==> src/hw/rtl/lav_pkg.sv <==
// types and constants of the look-at view matrix block
`timescale 1ns / 1ps
package lav_pkg;

  localparam int N1_CW     = 33;
  localparam int N2_CW     = 64;
  localparam int N1_SIDE_W = 192;
  localparam int N2_SIDE_W = 193;

  localparam logic [1:0] ROW_RIGHT = 2'd0;
  localparam logic [1:0] ROW_UP    = 2'd1;
  localparam logic [1:0] ROW_BACK  = 2'd2;

  typedef struct packed {
    logic signed [31:0] eye_x;
    logic signed [31:0] eye_y;
    logic signed [31:0] eye_z;
    logic signed [31:0] target_x;
    logic signed [31:0] target_y;
    logic signed [31:0] target_z;
    logic signed [31:0] up_x;
    logic signed [31:0] up_y;
    logic signed [31:0] up_z;
  } lav_in_t;

  typedef struct packed {
    logic [1:0]         row_index;
    logic signed [31:0] axis_x;
    logic signed [31:0] axis_y;
    logic signed [31:0] axis_z;
    logic signed [39:0] translation;
    logic               degenerate;
    logic               last;
  } lav_out_t;

endpackage

==> src/hw/rtl/lav_row_out.sv <==
// output register that hands out the three rows of one request
`timescale 1ns / 1ps
module lav_row_out (
  input  logic               clk,
  input  logic               rst,
  input  logic               in_valid,
  input  lav_pkg::lav_out_t  in_rows [3],
  output logic               adv,
  output logic               out_valid,
  input  logic               out_stall,
  output lav_pkg::lav_out_t  out_row
);
  import lav_pkg::*;

  logic       busy;
  logic [1:0] cnt;
  lav_out_t   rows [3];

  assign adv = !busy || (!out_stall && cnt == ROW_BACK);

  always_ff @(posedge clk) begin
    if (rst) begin
      busy <= 1'b0;
      cnt  <= ROW_RIGHT;
    end else if (adv) begin
      busy <= in_valid;
      cnt  <= ROW_RIGHT;
    end else if (busy && !out_stall) begin
      cnt <= cnt + 2'd1;
    end
  end

  always_ff @(posedge clk) begin
    if (adv && in_valid) rows <= in_rows;
  end

  assign out_valid = busy;
  assign out_row   = rows[cnt];

endmodule

==> config.mk <==
export PLATFORM = sky130hd
export DESIGN_NAME = lav_row_out
export DESIGN_NICKNAME = d
export VERILOG_FILES = /design/src/hw/rtl/lav_pkg.sv /design/src/hw/rtl/lav_row_out.sv
export SDC_FILE = /design/constraint.sdc
export NUM_CORES = 1
export LEC_CHECK = 0
export ABC_AREA = 1
export BUFFER_PORTS_ARGS = -buffer_cell sky130_fd_sc_hd__buf_2
export CAP_MARGIN = 5
export CORE_AREA = 2 2 221 223
export DETAILED_ROUTE_END_ITERATION = 8
export DIE_AREA = 0 0 223 225
export PLACE_DENSITY = 0.59
export SYNTH_ARGS = -nofsm -noshare
export SYNTH_HDL_FRONTEND = slang
export SYNTH_SLANG_ARGS = --single-unit
==> constraint.sdc <==
create_clock -name clk -period 37.9 [get_ports clk]
set_input_delay 1.895 -clock clk [delete_from_list [all_inputs] [get_ports clk]]
set_output_delay 1.895 -clock clk [all_outputs]
set_load 0.01 [all_outputs]
==> results of run 1 <==
-- how the worst min path moves through the flow --
stage / startpoint / endpoint / slack (ps)
2_1_floorplan: out_valid$_SDFFE_PP0P_ / cnt[0]$_SDFFE_PP0P_ / 570
4_1_cts: out_valid$_SDFFE_PP0P_ / cnt[1]$_SDFFE_PP0P_ / 600
5_1_grt: out_valid$_SDFFE_PP0P_ / cnt[1]$_SDFFE_PP0P_ / 660
3_5_place_dp: out_valid$_SDFFE_PP0P_ / cnt[1]$_SDFFE_PP0P_ / 590
3_3_place_gp: out_valid$_SDFFE_PP0P_ / cnt[1]$_SDFFE_PP0P_ / 570
6_report: out_valid$_SDFFE_PP0P_ / cnt[1]$_SDFFE_PP0P_ / 610
-- kinds of logic after synthesis --
group	Yosys count
DFF	423
adders and majority gates	1
and+or+nand+nor	288
buffers and inverters	83
AOI/OAI and AO/OA	284
-- sequential cells by signal (all words and copies together) (netlist names) --
name,cells
rows,420
out_valid,1
cnt,2
-- layout by cell type (no fill, tap or decap), drive strengths merged --
cell	netlist	layout
clkinv	0	20
edfxtp	420	420
bufinv	0	5
nand3	143	143
o21ai	281	281
clkinvlp	0	2
ha	1	1
diode	0	7
a21oi	3	3
nor2	140	140
inv	6	7
buf	46	576
nand2	5	5
clkbuf	31	49
dfxtp	3	3
-- stage by stage --
step	util (%)	power, uW	hold WS, ps	worst slack, ps	area (um2)
3_3_place_gp	40.3	637	574	31850	19100
4_1_cts	43.2	1060	604	32350	20500
3_5_place_dp	40.3	639	589	31770	19100
6_report	43.2	1050	607	32370	20600
5_1_grt	43.2	1090	661	31960	20600
2_1_floorplan	-	618	565	14370	15900
-- cells in the mapped netlist --
cell,instances,area (um2)
inv_1,4,15.0
nand2_1,5,18.8
clkbuf_1,24,90.1
a21oi_1,3,15.0
clkbuf_2,7,35.0
buf_2,25,125
nor2_2,20,125
nor2_1,120,450
ha_1,1,12.5
buf_4,3,22.5
inv_2,1,3.75
edfxtp_1,420,12600
buf_6,18,203
o21ai_0,142,711
inv_4,1,6.26
o21ai_1,139,696
dfxtp_1,3,60.1
nand3_1,143,716
-- metal layers --
metal / vias to the layer above / GRT usage (%) / part of all wire [%]
li1: 5154 / - / -
met1: 5388 / 19.3 / 37
met2: 507 / 28.7 / 50
met3: 102 / 5.51 / 9.7
met4: 14 / 6.97 / 3.2
met5: - / 0 / 0.20
-- power breakdown --
part	switching (uW)	leakage [uW]	total [uW]	internal, uW
logic	43.6	0.00310	73.0	29.3
clock network	174	0.000678	423	249
registers	7.47	0.00400	555	548
-- cell type report --
class	instances	area share, %
clock buffer	49	5.55
multi-input combinational	573	13.4
clock inverter	28	1.24
antenna	7	0.0852
sequential	423	61.7
inverter	6	0.158
tap	615	3.74
timing repair buffer	576	14.2
-- worst max-delay path, delay by kind of cell --
kind	cells	cell delay, ps
buffers and inverters	5	2760
AOI/OAI and AO/OA	1	780
and+or+nand+nor	1	130
==> metrics.yaml, run 1 <==
route.detailed.drc: 0
numPortBuffers: 565
hold_depth: 2
final.min_clock_period_ps: 5530
synthMuxAreaShare_pct: 0
rrSetupSlack_ps: 32400
drive_gt1_share_pct: 39.8
grt_pass1_vias: 10950
wl_per_cell_um: 19.3
worstPathRequired_ps: 38060
synth_fa_ha_area_share_pct: 0.0786
max_cap_viol_count: 0
num_rows: 80
fin_skew_ps: 15.5
dp_hpwl_mm: 29.5
synth_area_mm2: 0.0159
grt_pass1_wl_mm: 63.6
die_w_um: 223
syn_inst: 1079
die_h_um: 225
h-tree-depth: 2
crit_top_cell: "buf_4"
dpl.cell_count: 2193
grt_max_degree: 131
worstPathMaxFanout: 83
area_growth_pct: 29.2
slowest_delay_ps: 940
crit_end: "rows[136]$_DFFE_PP_"
synth_xor_area_share_pct: 0
synth_top_family_by_area: "compound AO/OA/AOI/OAI gates"
clock_path_buffers: 3
gp_congestion: 0.794
die_area_mm2: 0.0502
power_leakage_uw: 0.00779
antenna_found_initial: 13
start_util_pct: 33.5
clk_pin_slew_ps: 60
wirelength_mm: 43.9
postCtsSetupBuffers: 0
ios: 566
worst_path_max_delay_cell: "buf_4"
postCtsHoldBufs: 0
synth_compound_area_share_pct: 8.93
crit_start: "out_stall"
ys_seq_area_share_pct: 79.6
cp.arrival_ps: 5690
ctsResizeCount: 0
ff_latch_area_mm2: 0.0127
hold_violations: 0
startpoint_type: "primary input"
finalCritPeriodShare_pct: 14.6
grt_overflow: 0
drt_iter0_drc: 801
worst_slew_pin_slew_ps: 1160
syn_nets: 1504
path_class: "in -> reg"
firstDrtPassIters: 5
rr_startpoint: "cnt[0]$_SDFFE_PP0P_"
reg2regPathDepth: 7
max-vdd-ir-drop_mv: 0.0385
status: "completed"
nets: 2050
cts_inserted_buffers: 45
postSynthAreaPerCell_um2: 14.8
ys_ff_latch: 423
multi_input_area_mm2: 0.00276
synthSimpleGateAreaFrac_pct: 8.23
clk_latency_ps: 550
power_density_mw_per_mm2: 51.1
reg2reg_to: "rows[136]$_DFFE_PP_"
ant_nets: 0
holdCritPathClass: "reg -> reg"
slew_headroom_pct: 22.5
core_mm2: 0.0475
setup-violations-final: 0
end_kind: "flop"
path_cells: "buf_2 > inv_1 > nand2_1 > a21oi_4 > buf_4 > buf_4 > buf_4"
fin_cells: 2277
rsz0062_at_grt: "no"
cts.sinks: 423
tns_ps: 0
yosys_warnings: 0
cts_tree: "built"
vias_per_cell: 4.90
fillers: 4399
ys_types: 18
num_vias: 11165
cts_root_buffer: "clkbuf_16"
grtUsageTotal_pct: 16.7
drv_slew: 0
fmax_mhz: 181
Power figures use the tool's default switching activity.
==> inputs of run 2 (changes only) <==
Settings changed: ABC_AREA 1 to 0, CORE_AREA 2 2 221 223 to 2 2 220 222, DIE_AREA 0 0 223 225 to 0 0 222 224, PLACE_DENSITY 0.59 to 0.61.
Clock period 37.9 ns to 4.5 ns, I/O delays scaled along.
==> run 2 against run 1 <==
- critical path depth fell by 1
- cell area up 21%
- non-clock buffer count up 436
- register-to-register slack lost 31000 ps
- total power increased to 8.9 times the previous value
- sequential power rose to 8.4 times the previous value
- synthesized area shrank 1.4%
- combinational power grew to 13 times the previous value
- final cell count grew 13%
- via count up 6.7%
- clock skew up 3.3 ps
- sequential share of layout area shrank 11 points
- highest routed layer is now met4
==> metrics.yaml, run 2 <==
final_cell_mix: "buf_2, dlygate4sd3_1, edfxtp_1, mux2i_1, nand2_1"  # was buf_2, edfxtp_1, nand3_1, o21ai_0, o21ai_1
power_frac_seq_pct: 49.9  # was 52.8%
worst_slew_pin_slew_ps: 995  # was 1160 ps
numPortBuffers: 565  # unchanged
ys_ff_latch: 423  # unchanged
postSynthAreaPerCell_um2: 17.3  # was 14.8 um2
ys_types: 18  # unchanged
p_comb_share_pct: 10.2  # was 6.9%
gp_congestion: 0.871  # was 0.794
tns_ps: 0  # unchanged
slew_headroom_pct: 33.6  # was 22.5%
synth_area_mm2: 0.0157  # was 0.0159 mm2
clk_pin_slew_ps: 60  # about the same
cts.sinks: 423  # unchanged
final_common_cell: "buf_2"  # unchanged
synth-main-ff-cell: "edfxtp_1"  # unchanged
top_register: "rows"  # unchanged
power_leakage_uw: 0.00948  # was 0.00779 uW
yosys.cell_count.top_type: "edfxtp_1"  # unchanged
die_area_mm2: 0.0497  # was 0.0502 mm2
wirelength_mm: 49.8  # was 43.9 mm
grt_pass1_vias: 12992  # was 10950
netSwitchingPower_uw: 2040  # was 225 uW
max_cap_viol_count: 0  # unchanged
cp.arrival_ps: 3260  # was 5690 ps
ys_seq_area_share_pct: 80.8  # was 79.6%
nets: 2343  # was 2050
syn_inst: 905  # was 1079
firstDrtPassIters: 5  # unchanged
hold_violations: 0  # unchanged
p_sw_share_pct: 21.8  # was 21.4%
power_density_mw_per_mm2: 375  # was 51.1 mW/mm2
cts_tree: "built"  # unchanged
grt_pass1_wl_mm: 73.6  # was 63.6 mm
finalCritPeriodShare_pct: 77.5
dp_hpwl_mm: 30.4  # was 29.5 mm
syn_nets: 1330  # was 1504
fin_skew_ps: 18.8  # was 15.5 ps
rsz0062_at_grt: "no"  # unchanged
vias_per_cell: 4.64  # was 4.90
h-tree-depth: 2  # unchanged
num_rows: 80  # unchanged
setup-violations-final: 0  # unchanged
max-vdd-ir-drop_mv: 0.376  # was 0.0385 mV
drive_gt1_share_pct: 33.8  # was 39.8%
clock_path_buffers: 3  # unchanged
clk_latency_ps: 560  # was 550 ps
holdCritPathClass: "in -> reg"  # was reg -> reg
fmax_mhz: 287
wl_per_cell_um: 19.4  # was 19.3 um
status: "completed"  # unchanged
synthArstFlopShare_pct: 0  # unchanged
antenna_found_initial: 3  # was 13
ios: 566  # unchanged
route.detailed.drc: 0  # unchanged
grtUsageTotal_pct: 19.5  # was 16.7%
final_cell_area_mm2: 0.0249  # was 0.0206 mm2
end_kind: "output port"  # was flop
start_util_pct: 33.1  # was 33.5%
die_w_um: 222  # was 223 um
die_h_um: 224  # was 225 um
clkPwrFrac_pct: 39.9  # was 40.2%
synth.area.top_cells: "edfxtp_1, mux2i_1, nand2_1"  # was edfxtp_1, nand3_1, o21ai_0
cellInternalPower_uw: 7310  # was 827 uW
worstPathMaxFanout: 80  # was 83
core_mm2: 0.0473  # was 0.0475 mm2
fillers: 3734  # was 4399
synth_edf_count: 420  # unchanged
ant_nets: 0  # unchanged
num_vias: 11917  # was 11165
yosys_warnings: 0  # unchanged
grt_max_degree: 81  # was 131
synthTopCellsByCount: "edfxtp_1, mux2i_1, nand2_1, o21ai_0, o21ai_1"  # was edfxtp_1, nand3_1, o21ai_0, o21ai_1, nor2_1
final.min_clock_period_ps: 3490
path_class: "reg -> out"  # was in -> reg
grt_overflow: 0  # unchanged
drv_slew: 0  # unchanged
yosys.area.top_type: "edfxtp_1"  # unchanged
cts_root_buffer: "clkbuf_16"  # unchanged
place_area_mm2: 0.0192  # was 0.0191 mm2
drt_iter0_drc: 757  # was 801
largest_reg_flops: 420  # unchanged
startpoint_type: "flop"  # was primary input
worstPathRequired_ps: 4280  # was 38060 ps
cts_inserted_buffers: 46  # was 45
yosysTopAreaCellShare_pct: 80.4  # was 79.2%
area_growth_pct: 59.0  # was 29.2%
-- run 2: cell count changes after synthesis, sizes merged, moves of 2 or more --
cell	previous run	this run
buf	46	33
nand3	143	0
nand2	5	140
clkbuf	31	14
inv	6	3
o21ai	281	141
nor3	0	2
mux2i	0	140
nor2	140	2
-- run 2: critical path: stages (launching register included) --
cell     delay, ps
dfxtp_4        340
buf_4          690
nor2b_4        330
buf_4          710
nand2_1        150
o21ai_0        200
buf_2          210
-- run 2: area by class of cell --
| class | count | area, um2 | share of cell area [%] |
|---|---|---|---|
| flip-flops and latches | 423 | 12700 | 50.8 |
| repair buffers | 1012 | 7290 | 29.2 |
| multi-input cells | 432 | 2710 | 10.9 |
| clock buffers | 52 | 1190 | 4.79 |
| well taps | 615 | 769 | 3.08 |
| clock inverters | 32 | 285 | 1.14 |
| inverters | 3 | 11.3 | 0.0451 |
| diodes | 1 | 2.50 | 0.0100 |
-- run 2: per-layer routing --
| layer | part of all wire (%) | vias up | GRT usage (%) |
|---|---|---|---|
| met3 | 7.1 | 126 | 4.18 |
| met1 | 38 | 5742 | 22.5 |
| met2 | 51 | 579 | 34.4 |
| met5 | 0 | - | 0 |
| met4 | 4.3 | 0 | 9.48 |
| li1 | - | 5470 | - |
-- run 2: power groups by stage --
stage | Sequential (uW) | Clock (uW) | Combinational [uW]
final | 4670 | 3730 | 953
after global routing | 4680 | 3970 | 1020
after CTS | 4660 | 3800 | 935
after detailed placement | 4750 | 0 | 634
after global placement | 4740 | 0 | 620
after floorplan | 4740 | 0 | 261
-- run 2: cell families (layout without fill, tap and decap cells) --
family | after synthesis | count (layout) | synth area share [%]
buffers and inverters | 50 | 1099 | 2.07
AOI/OAI and AO/OA | 144 | 144 | 4.59
DFF | 423 | 423 | 80.8
adders and majority gates | 1 | 1 | 0.0797
muxes | 140 | 140 | 8.93
other | 0 | 1 | 0
and+or+nand+nor | 147 | 147 | 3.58
-- run 2: what timing repair did --
action | 4_1_cts | 5_1_grt
endpoints found under the setup margin | 0 | 0
resized for setup | 0 | 0
hold buffers | 423 | 0
endpoints found under the hold margin | 423 | 0
setup buffers | 0 | 0
-- run 2: path summary, 6_finish.rpt --
check	from	end	slack, ps	cells after the start
worst max register to register	cnt[0]$_SDFFE_PP0P_	rows[396]$_DFFE_PP_	1850	6
worst min register to register	out_valid$_SDFFE_PP0P_	cnt[0]$_SDFFE_PP0P_	550	2
worst max-delay path	cnt[1]$_SDFFE_PP0P_	out_row[61]	1010	6
worst min-delay path	in_rows[416]	rows[416]$_DFFE_PP_	370	2
-- run 2: stage by stage --
step	power (uW)	hold slack [ps]	worst slack [ps]	instances	utilization [%]
6_report	9350	370	1010	2570	52.7
5_1_grt	9670	348	830	2570	52.7
4_1_cts	9400	327	998	2569	52.7
3_5_place_dp	5380	403	1620	2062	40.6
3_3_place_gp	5360	401	1710	2062	40.6
2_1_floorplan	5000	294	15.8	905	-
==> inputs of run 3 (changes only) <==
Settings changed: ABC_AREA 0 to 1, CORE_AREA 2 2 220 222 to 2 2 222 224, DIE_AREA 0 0 222 224 to 0 0 224 226.
Clock period 4.5 ns to 3.05 ns, I/O delays scaled along.
==> run 3 against run 2 <==
- final cell count up 5.3%
- core utilization down 1.1 points
- critical path depth down 1
- global-route usage down 0.066 points
- first-iteration DRC count up 19%
- via count up 11%
- non-clock buffer count down 11
- highest routed layer is now met5
- die area up 1.8%
- combinational power up 48%
- worst setup slack worse by 660 ps
==> metrics.yaml, run 3 (synthesis results as in run 1) <==
cts_root_buffer: "clkbuf_16"  # unchanged
clkPwrFrac_pct: 38.7  # was 39.9%
nets: 2476  # was 2343
fin_util_pct: 51.6  # was 52.7%
p_sw_share_pct: 21.9  # was 21.8%
dp_hpwl_mm: 29.6  # was 30.4 mm
fillers: 3894  # was 3734
max_cap_viol_count: 0  # unchanged
cts.sinks: 423  # unchanged
final.min_clock_period_ps: 2700
grtUsageTotal_pct: 19.4  # was 19.5%
antenna_found_initial: 4  # was 3
power_frac_seq_pct: 50.9  # was 49.9%
largest_reg_flops: 420  # unchanged
grt_pass1_vias: 13887  # was 12992
gp_congestion: 0.825  # was 0.871
fin_skew_ps: 14.6  # was 18.8 ps
status: "completed"  # unchanged
firstDrtPassIters: 7  # was 5
netSwitchingPower_uw: 2980  # was 2040 uW
cts_tree: "built"  # unchanged
startpoint_type: "flop"  # unchanged
core_mm2: 0.0483  # was 0.0473 mm2
num_rows: 81  # was 80
holdCritPathClass: "in -> reg"  # unchanged
clock_path_buffers: 3  # unchanged
area_growth_pct: 56.8  # was 59.0%
p_comb_share_pct: 10.4  # was 10.2%
max-vdd-ir-drop_mv: 0.474  # was 0.376 mV
wirelength_mm: 51.3  # was 49.8 mm
worstPathRequired_ps: 2900  # was 4280 ps
route.detailed.drc: 0  # unchanged
postCtsHoldBufs: 423  # unchanged
drive_gt1_share_pct: 32.0  # was 33.8%
power_leakage_uw: 0.00963  # was 0.00948 uW
path_class: "reg -> out"  # unchanged
cts_inserted_buffers: 46  # unchanged
worst_slew_pin_slew_ps: 979  # was 995 ps
drv_slew: 0  # unchanged
final_common_cell: "buf_2"  # unchanged
end_kind: "output port"  # unchanged
start_util_pct: 32.9  # was 33.1%
ctsResizeCount: 0  # unchanged
tns_ps: 0  # unchanged
hold_violations: 0  # unchanged
grt_overflow: 0  # unchanged
die_area_mm2: 0.0506  # was 0.0497 mm2
ant_nets: 0  # unchanged
clk_pin_slew_ps: 60  # about the same
drt_iter0_drc: 902  # was 757
wl_per_cell_um: 19.0  # was 19.4 um
die_h_um: 226  # was 224 um
grt_pass1_wl_mm: 75.6  # was 73.6 mm
h-tree-depth: 2  # unchanged
clk_latency_ps: 560  # about the same
fmax_mhz: 371
final_cell_mix: "buf_2, dlygate4sd3_1, edfxtp_1, nand3_1, o21ai_0"  # was buf_2, dlygate4sd3_1, edfxtp_1, mux2i_1, nand2_1
num_vias: 13174  # was 11917
numPortBuffers: 565  # unchanged
finalCritPeriodShare_pct: 88.4
rsz0062_at_grt: "no"  # unchanged
cellInternalPower_uw: 10600  # was 7310 uW
ios: 566  # unchanged
setup-violations-final: 0  # unchanged
vias_per_cell: 4.87  # was 4.64
grt_max_degree: 147  # was 81
cp.arrival_ps: 2540  # was 3260 ps
die_w_um: 224  # was 222 um
top_register: "rows"  # unchanged
postCtsSetupBuffers: 0  # unchanged
power_density_mw_per_mm2: 544  # was 375 mW/mm2
slew_headroom_pct: 34.7  # was 33.6%
worstPathMaxFanout: 76  # was 80
-- run 3: power by group through the flow --
stage	Sequential [uW]	Combinational, uW	Clock (uW)
global route	6920	1520	5610
floorplan	7080	398	0
finish	6910	1410	5260
detailed placement	7020	952	0
CTS	6900	1390	5400
global placement	7010	937	0
-- run 3: final cells by class --
cell class	count	area, um2	area share [%]
flip-flops and latches	423	12700	50.8
repair buffers	1001	7270	29.1
multi-input cells	573	2780	11.1
clock buffers	52	1190	4.79
well taps	622	778	3.12
clock inverters	28	223	0.892
inverters	6	32.5	0.130
diodes	2	5.00	0.0201
-- run 3: metrics by stage --
| stage | instance area [um2] | cells | hold slack, ps | setup slack (ps) | power (uW) |
|---|---|---|---|---|---|
| after floorplan | 16000 | 1079 | 251 | -5220 | 7470 |
| after global placement | 19300 | 2202 | 329 | 872 | 7940 |
| after detailed placement | 19300 | 2202 | 331 | 840 | 7970 |
| after CTS | 25000 | 2705 | 184 | 394 | 13700 |
| after global routing | 25000 | 2707 | 225 | 226 | 14100 |
| final | 25000 | 2707 | 229 | 354 | 13600 |
-- run 3: path summary, 6_finish.rpt --
path | from | to | slack [ps] | cells past startpoint
worst max-delay path | cnt[0]$_SDFFE_PP0P_ | out_row[66] | 350 | 5
worst min-delay path | in_valid | rows[412]$_DFFE_PP_ | 230 | 4
worst max register to register | cnt[0]$_SDFFE_PP0P_ | rows[240]$_DFFE_PP_ | 820 | 5
worst min register to register | out_valid$_SDFFE_PP0P_ | cnt[0]$_SDFFE_PP0P_ | 600 | 2
-- run 3: per-layer routing --
metal	up-vias	share of wire (%)	GRT usage [%]	wire, um
met5	-	0.025	0	13
met4	2	4.0	9.10	2070
met3	139	8.8	5.14	4490
met2	758	51	34.8	26000
met1	6268	37	21.5	18700
li1	6007	-	-	-
-- run 3: worst max-delay path: stages, from the launching register on --
cell	delay, ps
dfxtp_4	370
inv_8	260
buf_4	710
nand3_1	200
o21ai_1	210
buf_2	190
